[config.mk]
export PLATFORM = sky130hd
export DESIGN_NAME = k_combination_generator_top
export DESIGN_NICKNAME = d
export VERILOG_FILES = /design/src/hw/rtl/kcg_pkg.sv /design/src/hw/rtl/kcg_ram.sv /design/src/hw/rtl/kcg_datapath.sv /design/src/hw/rtl/kcg_controller.sv /design/src/hw/rtl/k_combination_generator_top.sv
export SDC_FILE = /design/constraint.sdc
export NUM_CORES = 2
export LEC_CHECK = 0
export BUFFER_PORTS_ARGS = -buffer_cell sky130_fd_sc_hd__buf_2
export CAP_MARGIN = 20
export CELL_PAD_IN_SITES_DETAIL_PLACEMENT = 1
export CELL_PAD_IN_SITES_GLOBAL_PLACEMENT = 2
export CORE_AREA = 5 5 660 531
export CTS_BUF_LIST = sky130_fd_sc_hd__clkbuf_8
export CTS_CLUSTER_SIZE = 14
export DETAILED_ROUTE_END_ITERATION = 10
export DIE_AREA = 0 0 665 536
export GPL_ROUTABILITY_DRIVEN = 0
export MAX_ROUTING_LAYER = met4
export PLACE_DENSITY = 0.6
export SLEW_MARGIN = 10
export SYNTH_ARGS = -nofsm -noshare
export SYNTH_HDL_FRONTEND = slang
export SYNTH_SLANG_ARGS = --single-unit
[constraint.sdc]
create_clock -name aclk -period 4.8 [get_ports aclk]
set_input_delay 0.48 -clock aclk [delete_from_list [all_inputs] [get_ports aclk]]
set_output_delay 0.48 -clock aclk [all_outputs]
set_load 0.02 [all_outputs]
[src/hw/rtl/kcg_pkg.sv]
// ----------------------------------------------------------------------------
// kcg_pkg
// Shared types and constants of the k-combination generator: request codes
// and the command and status groups between controller and datapath.
// ----------------------------------------------------------------------------
package kcg_pkg;

    // width of the choose-count register
    localparam int K_W   = 5;
    // width of the position field of a result
    localparam int POS_W = 4;

    typedef enum logic [1:0] {
        FUNC_CLEAR  = 2'd0,
        FUNC_APPEND = 2'd1,
        FUNC_NEXT   = 2'd2
    } kcg_func_t;

    typedef struct packed {
        logic cfg_write;  // take a new choose count, restart
        logic clear;      // empty the set, restart
        logic append;     // store one element unless the store is full, restart
        logic pos_clear;  // point the read side at position 0
        logic load_elem;  // move the current element into the output register
        logic load_none;  // load the no-combination result
        logic advance;    // step the index vector to the next combination
    } kcg_cmd_t;

    typedef struct packed {
        logic exists;     // a combination can be formed
        logic last_elem;  // current position is the final one of the combination
    } kcg_status_t;

endpackage

[src/hw/rtl/kcg_ram.sv]
// ----------------------------------------------------------------------------
// kcg_ram
// Generic single-write, single-read memory with registered read data.
// ----------------------------------------------------------------------------
module kcg_ram #(
    parameter int WIDTH = 32,
    parameter int DEPTH = 64
) (
    input  logic                             aclk,
    input  logic                             we,
    input  logic [$clog2(DEPTH)-1:0]         waddr,
    input  logic [WIDTH-1:0]                 wdata,
    input  logic [$clog2(DEPTH)-1:0]         raddr,
    output logic [WIDTH-1:0]                 rdata
);

    logic [WIDTH-1:0] mem [DEPTH];
    logic [WIDTH-1:0] rdata_reg;

    always_ff @(posedge aclk) begin
        if (we) begin
            mem[waddr] <= wdata;
        end
        rdata_reg <= mem[raddr];
    end

    assign rdata = rdata_reg;

endmodule

[src/hw/rtl/kcg_datapath.sv]
// ----------------------------------------------------------------------------
// kcg_datapath
// Element store, index vector, count and choose-count registers and the
// output payload register of the k-combination generator.
// ----------------------------------------------------------------------------
module kcg_datapath #(
    parameter int MAX_ELEMENTS  = 64,
    parameter int MAX_CHOOSE    = 16,
    parameter int ELEMENT_WIDTH = 32
) (
    input  logic                        aclk,
    input  logic                        aresetn,
    input  kcg_pkg::kcg_cmd_t           cmd,
    output kcg_pkg::kcg_status_t        status,
    input  logic [kcg_pkg::K_W-1:0]     cfg_data,
    input  logic [ELEMENT_WIDTH-1:0]    element_in,
    output logic [ELEMENT_WIDTH-1:0]    element_out,
    output logic [kcg_pkg::POS_W-1:0]   position,
    output logic                        last_of_combination,
    output logic                        valid_res,
    output logic                        done_res
);

    import kcg_pkg::*;

    localparam int IDX_W = $clog2(MAX_ELEMENTS);
    localparam int CNT_W = $clog2(MAX_ELEMENTS + 1);
    localparam int CH_W  = (MAX_CHOOSE > 1) ? $clog2(MAX_CHOOSE) : 1;
    localparam int CMP_W = CNT_W + CH_W + K_W;

    logic [K_W-1:0]           k_reg, k_next;
    logic [CNT_W-1:0]         count_reg, count_next;
    logic                     finished_reg, finished_next;
    logic [IDX_W-1:0]         idx_reg  [MAX_CHOOSE];
    logic [IDX_W-1:0]         idx_next [MAX_CHOOSE];
    logic [CH_W-1:0]          pos_reg, pos_next;
    logic [CH_W-1:0]          pivot_reg, pivot_next;

    logic [ELEMENT_WIDTH-1:0] elem_out_reg;
    logic [POS_W-1:0]         pos_out_reg;
    logic                     last_reg;
    logic                     valid_reg;
    logic                     done_reg;

    logic [IDX_W-1:0]         rd_idx;
    logic [IDX_W-1:0]         cur_idx;
    logic [IDX_W-1:0]         base_idx;
    logic [ELEMENT_WIDTH-1:0] ram_rdata;
    logic                     ram_we;
    logic                     can_rise;
    logic                     final_combo;
    logic                     done_now;
    logic                     restart;

    function automatic logic combo_ok(input logic [CNT_W-1:0] cnt, input logic [K_W-1:0] k);
        return (cnt != '0) && (k != '0) &&
               (CMP_W'(k) <= CMP_W'(MAX_CHOOSE)) && (CMP_W'(k) <= CMP_W'(cnt));
    endfunction

    assign status.exists    = combo_ok(count_reg, k_reg);
    assign status.last_elem = (CMP_W'(pos_reg) + CMP_W'(1)) == CMP_W'(k_reg);

    assign cur_idx  = (CMP_W'(pos_reg) < CMP_W'(MAX_CHOOSE)) ? idx_reg[pos_reg] : '0;
    assign base_idx = (CMP_W'(pivot_reg) < CMP_W'(MAX_CHOOSE)) ? idx_reg[pivot_reg] : '0;

    // index i can still rise while idx[i] < n - k + i
    assign can_rise    = (CMP_W'(cur_idx) + CMP_W'(k_reg)) <
                         (CMP_W'(count_reg) + CMP_W'(pos_reg));
    // strictly rising vector: first index at its ceiling means all are
    assign final_combo = (CMP_W'(idx_reg[0]) + CMP_W'(k_reg)) == CMP_W'(count_reg);
    assign done_now    = finished_reg | final_combo;

    // read address follows the position of the next cycle, so data lines up
    always_comb begin
        priority if (cmd.pos_clear) begin
            pos_next = '0;
        end else if (cmd.load_elem) begin
            pos_next = pos_reg + CH_W'(1);
        end else begin
            pos_next = pos_reg;
        end
    end

    assign rd_idx = (CMP_W'(pos_next) < CMP_W'(MAX_CHOOSE)) ? idx_reg[pos_next] : '0;
    assign ram_we = cmd.append && (CMP_W'(count_reg) < CMP_W'(MAX_ELEMENTS));

    kcg_ram #(
        .WIDTH (ELEMENT_WIDTH),
        .DEPTH (MAX_ELEMENTS)
    ) u_store (
        .aclk  (aclk),
        .we    (ram_we),
        .waddr (count_reg[IDX_W-1:0]),
        .wdata (element_in),
        .raddr (rd_idx),
        .rdata (ram_rdata)
    );

    always_comb begin
        k_next        = k_reg;
        count_next    = count_reg;
        finished_next = finished_reg;
        pivot_next    = pivot_reg;
        restart       = 1'b0;
        for (int e = 0; e < MAX_CHOOSE; e++) begin
            idx_next[e] = idx_reg[e];
        end

        if (cmd.cfg_write) begin
            k_next  = cfg_data;
            restart = 1'b1;
        end
        if (cmd.clear) begin
            count_next = '0;
            restart    = 1'b1;
        end
        if (cmd.append) begin
            if (ram_we) begin
                count_next = count_reg + CNT_W'(1);
            end
            restart = 1'b1;
        end
        // rightmost rising index wins as positions are read in order
        if (cmd.load_elem && can_rise) begin
            pivot_next = pos_reg;
        end
        if (cmd.load_none) begin
            finished_next = 1'b1;
        end
        if (cmd.advance && !finished_reg) begin
            if (final_combo) begin
                finished_next = 1'b1;
            end else begin
                for (int e = 0; e < MAX_CHOOSE; e++) begin
                    if ((CMP_W'(e) >= CMP_W'(pivot_reg)) && (CMP_W'(e) < CMP_W'(k_reg))) begin
                        idx_next[e] = IDX_W'(CMP_W'(base_idx) + CMP_W'(e) + CMP_W'(1)
                                             - CMP_W'(pivot_reg));
                    end
                end
            end
        end
        if (restart) begin
            for (int e = 0; e < MAX_CHOOSE; e++) begin
                idx_next[e] = IDX_W'(e);
            end
            finished_next = !combo_ok(count_next, k_next);
        end
    end

    always_ff @(posedge aclk) begin
        if (!aresetn) begin
            k_reg        <= K_W'(1);
            count_reg    <= '0;
            finished_reg <= 1'b1;
            pos_reg      <= '0;
            pivot_reg    <= '0;
            for (int e = 0; e < MAX_CHOOSE; e++) begin
                idx_reg[e] <= IDX_W'(e);
            end
        end else begin
            k_reg        <= k_next;
            count_reg    <= count_next;
            finished_reg <= finished_next;
            pos_reg      <= pos_next;
            pivot_reg    <= pivot_next;
            for (int e = 0; e < MAX_CHOOSE; e++) begin
                idx_reg[e] <= idx_next[e];
            end
        end
    end

    always_ff @(posedge aclk) begin
        if (cmd.load_elem) begin
            elem_out_reg <= ram_rdata;
            pos_out_reg  <= POS_W'(pos_reg);
            last_reg     <= status.last_elem;
            valid_reg    <= 1'b1;
            done_reg     <= done_now;
        end else if (cmd.load_none) begin
            elem_out_reg <= '0;
            pos_out_reg  <= '0;
            last_reg     <= 1'b1;
            valid_reg    <= 1'b0;
            done_reg     <= 1'b1;
        end
    end

    assign element_out         = elem_out_reg;
    assign position            = pos_out_reg;
    assign last_of_combination = last_reg;
    assign valid_res           = valid_reg;
    assign done_res            = done_reg;

endmodule

[src/hw/rtl/kcg_controller.sv]
// ----------------------------------------------------------------------------
// kcg_controller
// Sequencer of the k-combination generator: takes requests, steps the
// datapath through one combination and owns the output valid flag.
// ----------------------------------------------------------------------------
module kcg_controller (
    input  logic                   aclk,
    input  logic                   aresetn,
    input  logic                   s_tvalid,
    output logic                   s_tready,
    input  logic [1:0]             s_func,
    input  logic                   cfg_valid,
    output logic                   cfg_ready,
    output logic                   m_tvalid,
    input  logic                   m_tready,
    input  kcg_pkg::kcg_status_t   status,
    output kcg_pkg::kcg_cmd_t      cmd
);

    import kcg_pkg::*;

    typedef enum logic [1:0] {
        ST_IDLE,
        ST_EMIT,
        ST_NONE,
        ST_ADVANCE
    } state_t;

    state_t state_reg, state_next;
    logic   m_valid_reg, m_valid_next;
    logic   out_free;

    assign out_free = !m_valid_reg || m_tready;

    always_comb begin
        cmd          = '0;
        state_next   = state_reg;
        m_valid_next = m_valid_reg && !m_tready;

        unique case (state_reg)
            ST_IDLE: begin
                cmd.pos_clear = 1'b1;
                if (cfg_valid) begin
                    cmd.cfg_write = 1'b1;
                end
                if (s_tvalid) begin
                    unique case (kcg_func_t'(s_func))
                        FUNC_CLEAR:  cmd.clear  = 1'b1;
                        FUNC_APPEND: cmd.append = 1'b1;
                        FUNC_NEXT:   state_next = status.exists ? ST_EMIT : ST_NONE;
                        default:     ;
                    endcase
                end
            end
            ST_EMIT: begin
                if (out_free) begin
                    cmd.load_elem = 1'b1;
                    m_valid_next  = 1'b1;
                    if (status.last_elem) begin
                        state_next = ST_ADVANCE;
                    end
                end
            end
            ST_NONE: begin
                if (out_free) begin
                    cmd.load_none = 1'b1;
                    m_valid_next  = 1'b1;
                    state_next    = ST_IDLE;
                end
            end
            ST_ADVANCE: begin
                cmd.advance = 1'b1;
                state_next  = ST_IDLE;
            end
            default: begin
                state_next = ST_IDLE;
            end
        endcase
    end

    always_ff @(posedge aclk) begin
        if (!aresetn) begin
            state_reg   <= ST_IDLE;
            m_valid_reg <= 1'b0;
        end else begin
            state_reg   <= state_next;
            m_valid_reg <= m_valid_next;
        end
    end

    assign s_tready  = (state_reg == ST_IDLE);
    assign cfg_ready = (state_reg == ST_IDLE);
    assign m_tvalid  = m_valid_reg;

endmodule

[src/hw/rtl/k_combination_generator_top.sv]
// ----------------------------------------------------------------------------
// k_combination_generator_top
// Loads a set of elements and streams its k-element combinations in
// lexicographic index order.
// ----------------------------------------------------------------------------
// Usage:
//   s_ channel: one request per beat, kind in s_tuser (clear, append, next),
//   the element to append in s_tdata. cfg_ channel writes the choose count k
//   and restarts the enumeration; write it only while the block is idle.
//   m_ channel: a next request yields k beats, one element each, with
//   m_tlast on the final one; if no combination exists, one beat with
//   valid_res low. done_res tells that no further combination follows.
// Timing:
//   clear and append are taken in the idle state. A next request occupies the
//   block for accept, k element reads and index update: the element
//   store has one read port, so elements leave one per cycle while the
//   receiver is ready. The first element is loaded in the emit state.
// Reset: set empty, k = 1, output empty. While the receiver stalls the
//   result waits in the output register and the sequencer holds its place.
// ----------------------------------------------------------------------------
module k_combination_generator_top #(
    parameter int MAX_ELEMENTS  = 64,
    parameter int MAX_CHOOSE    = 16,
    parameter int ELEMENT_WIDTH = 32
) (
    input  logic                                   aclk,
    input  logic                                   aresetn,
    // request channel
    input  logic                                   s_tvalid,
    output logic                                   s_tready,
    input  logic [((ELEMENT_WIDTH+7)/8)*8-1:0]     s_tdata,   // element_in
    input  logic [1:0]                             s_tuser,   // func
    // choose-count write
    input  logic                                   cfg_valid,
    output logic                                   cfg_ready,
    input  logic [kcg_pkg::K_W-1:0]                cfg_data,
    // result channel
    output logic                                   m_tvalid,
    input  logic                                   m_tready,
    output logic [((ELEMENT_WIDTH+kcg_pkg::POS_W+1+7)/8)*8-1:0] m_tdata,
                                                   // element_out, position, done_res
    output logic                                   m_tlast,
    output logic                                   m_tuser    // valid_res
);

    import kcg_pkg::*;

    localparam int OUT_W = ((ELEMENT_WIDTH + POS_W + 1 + 7) / 8) * 8;

    kcg_cmd_t                 cmd;
    kcg_status_t              status;
    logic [ELEMENT_WIDTH-1:0] element_out;
    logic [POS_W-1:0]         position;
    logic                     done_res;

    kcg_controller u_ctrl (
        .aclk      (aclk),
        .aresetn   (aresetn),
        .s_tvalid  (s_tvalid),
        .s_tready  (s_tready),
        .s_func    (s_tuser),
        .cfg_valid (cfg_valid),
        .cfg_ready (cfg_ready),
        .m_tvalid  (m_tvalid),
        .m_tready  (m_tready),
        .status    (status),
        .cmd       (cmd)
    );

    kcg_datapath #(
        .MAX_ELEMENTS  (MAX_ELEMENTS),
        .MAX_CHOOSE    (MAX_CHOOSE),
        .ELEMENT_WIDTH (ELEMENT_WIDTH)
    ) u_dp (
        .aclk                (aclk),
        .aresetn             (aresetn),
        .cmd                 (cmd),
        .status              (status),
        .cfg_data            (cfg_data),
        .element_in          (s_tdata[ELEMENT_WIDTH-1:0]),
        .element_out         (element_out),
        .position            (position),
        .last_of_combination (m_tlast),
        .valid_res           (m_tuser),
        .done_res            (done_res)
    );

    assign m_tdata = OUT_W'({done_res, position, element_out});

endmodule

==> metrics.md <==
| Metric | Value |
|---|---|
| Internal power | `32.7 mW` |
| Total track usage | `0.188` |
| Met2 wire length | `148 mm` |
| Worst Path Arrival | `around 5.7 ns` |
| Die H | `536 µm` |
| Sw power | `12.8 mW` |
| Tmin final | `4.72 ns` |
| Seq cells post-synth | `2,243` |
| Max_slew headroom | `0.140` |
| Critical path buffers and inverters | `7` |
| Clock share of power | `0.363` |
| Fill cells | `36,100` |
| Max Cap Violations | `0` |
| Family with the most delay on the worst path | `compound AO/OA/AOI/OAI gates` |
| Slew @ Worst Pin | `about 1.3 ns` |
| Crit-path cells | `inv_1 > ha_2 > buf_4 > and3_1 > buf_4 > nor2_1 > mux2i_1 > a221oi_2 > nor3_2 > or2_4 > buf_4 > buf_4 > buf_12 > mux2_2 > o22ai_1 > a2111oi_0 > nor4_1 > buf_4 > nand4b_1` |
| Share of power burned in combinational logic | `0.137` |
| Crit start category | `register` |
| Largest net degree at the start of global routing | `73` |
| Clk_lat worst skew | `1.12 ns` |
| Post-synthesis cell type count | `71` |
| Required time worst endpoint | `5.81 ns` |
| Max H-tree Level | `5` |
| CTS sink cnt | `2,243` |
| CTS tree | `yes` |
| Top cells by area, synth | `edfxtp_1 (71%), mux2i_1 (4.0%), nand2_1 (3.4%)` |
| Final #Nets | `~6,900` |
| Final Power | `45.5 mW` |
| First-pass GRT wire length | `about 470 mm` |
| Max Slew Vio Count | `0` |
| Layout cells sized above 1 | `0.190` |
| Setup-failing EPs final | `0` |
| Post-synthesis sequential area ratio | `0.722` |
| CP endpoint kind | `register` |
| ANT nets after route | `0` |
| Max stage delay cell, worst path | `a2111oi_0` |
| Mapped Cells | `~6,200` |
| DRC Markers | `0` |
| DR vias | `60,100` |
| Total grt overflow | `0` |
| PwrDens | `413 nW/µm²` |
| Area of the multi-input gates | `24,300 µm²` |
| Cell Area, Synth | `92,300 µm²` |
| Commonest non-fill, non-tap cell in the layout | `edfxtp_1` |
| Clock slew at reported path FFs | `~0.070 ns` |
| Register area | `66,700 µm²` |
| Wire length per cell | `28.7 µm` |
| Die area | `356,000 µm²` |
| Initial DRC Count | `5,475` |
| Max layer used | `met4` |
| Synthesis-to-layout area growth | `19.4%` |
| Reg power frac | `0.500` |
| Worst-case clock buffer depth | `4` |
| Asr flop ratio synth | `0` |
| Post-synth top area share | `0.708` |
| Clock skew | `0.157 ns` |
| CTS Root Cell | `clkbuf_8` |
| DRT Pass-1 Iters | `6` |
| Area leader, netlist | `edfxtp_1` |
| HP Class | `in -> reg` |
| Hold Fails Final Rpt | `0` |
| Synth warnings | `0` |
| Row cnt | `193` |
| IO Pins | `just under 90` |
| Via density | `5.13` |
| Fmax | `approximately 210 MHz` |
| Syn avg cell area | `14.9 µm²` |
| Setup TNS | `0 ns` |
| Fin crit share | `0.984` |
| Dpl hpwl | `209 mm` |
| Routed wl met3 | `about 23 mm` |
| Core area | `between 300,000 and 400,000 µm²` |
| Net Sw Frac | `0.281` |
| Die width | `665 µm` |
| Status | `finished clean` |
| Max reg flops | `slightly above 2,000` |
| Most frequent cells in the layout | `edfxtp_1 (2,176), nand2_1 (824), clkbuf_8 (409), buf_4 (407), mux2i_1 (371)` |
| Routed wire length | `336 mm` |
| IO Port Bufs | `85` |
| Number of synthesized flops with an enable pin | `2,176` |
| CP most frequent cell | `buf_4` |
| Synth Flop Type | `edfxtp_1` |
| Largest stage delay, worst path | `1.11 ns` |
| Fin util | `0.321` |
| Worst hold slack | `0.0903 ns` |
| Leakage | `37.6 nW` |
| Initial antenna violation count | `25` |
| Kind of critical path | `reg -> reg` |
| Inserted Clock Buffers | `between 300 and 400` |
| Vias in the first global route | `61,300` |
| Worst vdd ir | `0.000200 V` |
| WL met1 | `159 mm` |
| Crit Path Max Fanout | `13` |
| Initial cell density of the core | `0.269` |
==> Yosys cell counts, types with 10 or more instances <==
master / count
a32oi_1: 32
ha_1: 74
xnor2_1: 49
dfxtp_1: 67
and3_1: 82
mux2i_1: 371
mux4_2: 58
o211a_1: 60
o21ai_0: 226
a221oi_1: 187
xor2_1: 33
nor3_1: 28
a32o_1: 61
nand3_1: 113
mux2_2: 63
clkbuf_1: 259
nand2_1: 825
buf_2: 120
a211oi_1: 109
nand4b_1: 30
o211ai_1: 44
nor4_1: 35
a221o_1: 12
a31oi_1: 239
nor2b_1: 18
buf_1: 47
a211o_1: 30
or2_2: 10
o22ai_1: 64
or3_1: 10
inv_1: 64
nand2b_1: 11
a21o_1: 21
a21oi_1: 97
nor2_1: 285
and2_1: 14
edfxtp_1: 2176
a2111oi_0: 66
fa_1: 14
o21ai_1: 16
==> stage by stage <==
| stage | cells | setup slack (ns) | area [µm²] |
|---|---|---|---|
| 3_3_place_gp | 11000 | -0.671 | 103000 |
| 3_5_place_dp | 11000 | -0.289 | 103000 |
| 6_report | 11700 | 0.0782 | 110000 |
| 5_1_grt | 11700 | -0.0337 | 110000 |
| 4_1_cts | 11700 | 0.0120 | 110000 |
| 2_1_floorplan | 6211 | -0.409 | 92300 |
==> metal layers <==
| layer | track usage | vias to the layer above |
|---|---|---|
| met5 | - | - |
| met4 | 0.0392 | 0 |
| met3 | 0.0309 | 413 |
| met2 | 0.278 | 2221 |
| met1 | 0.271 | 31800 |
| li1 | - | 25700 |
==> worst paths after layout <==
path / start / to / slack, ns / cells past startpoint
min reg2reg: u_ctrl.state_reg[1]$_SDFFE_PN0P_ / u_ctrl.state_reg[1]$_SDFFE_PN0P_ / 0.53 / 2
max reg2reg: u_ctrl.state_reg[1]$_SDFFE_PN0P_ / u_dp.u_store.rdata[7]$_DFF_P_ / 0.08 / 19
min: s_tdata[25] / u_dp.u_store.mem[42][25]$_DFFE_PP_ / 0.09 / 2
max: u_ctrl.state_reg[1]$_SDFFE_PN0P_ / u_dp.u_store.rdata[7]$_DFF_P_ / 0.08 / 19
==> power by group through the flow <==
stage                     combinational [mW]  sequential [mW]  clock, mW
final                                   6.24             22.7       16.5
after global routing                    6.63             22.7       17.9
after CTS                               6.27             22.7       17.0
after detailed placement                6.23             23.1          0
after global placement                  6.15             23.1          0
after floorplan                         2.97             22.9          0
==> cell type report <==
class,count,share of cell area
Inverter,67,0.00228
Sequential cell,2243,0.605
Antenna cell,14,0.000318
Clock buffer,409,0.0511
Timing Repair Buffer,626,0.0539
Multi-Input combinational cell,3466,0.221
Clock inverter,305,0.0145
Tap cell,4582,0.0520
==> cells by family (layout without fill, tap and decap cells) <==
logic type | count (synthesis) | in the layout | share of synthesized area
DFF | 2243 | 2243 | 0.722
and+or+nand+nor | 1488 | 1488 | 0.0702
AOI/OAI and AO/OA | 1313 | 1313 | 0.102
buffers and inverters | 502 | 1407 | 0.0224
muxes | 492 | 492 | 0.0621
adders and majority gates | 88 | 88 | 0.0131
xor gates and xnor gates | 82 | 82 | 0.00778
other | 1 | 17 | 0.0000406
==> what timing repair did <==
item | CTS | global route
resized for setup | 16 | 30
endpoints found under the hold margin | 51 | 21
setup endpoints to repair | 15 | 34
pin swaps | 0 | 4
hold buffers | 9 | 1
cloned | 0 | 0
setup buffers | 0 | 4
Note: power is estimated with default switching activity, not from simulation.
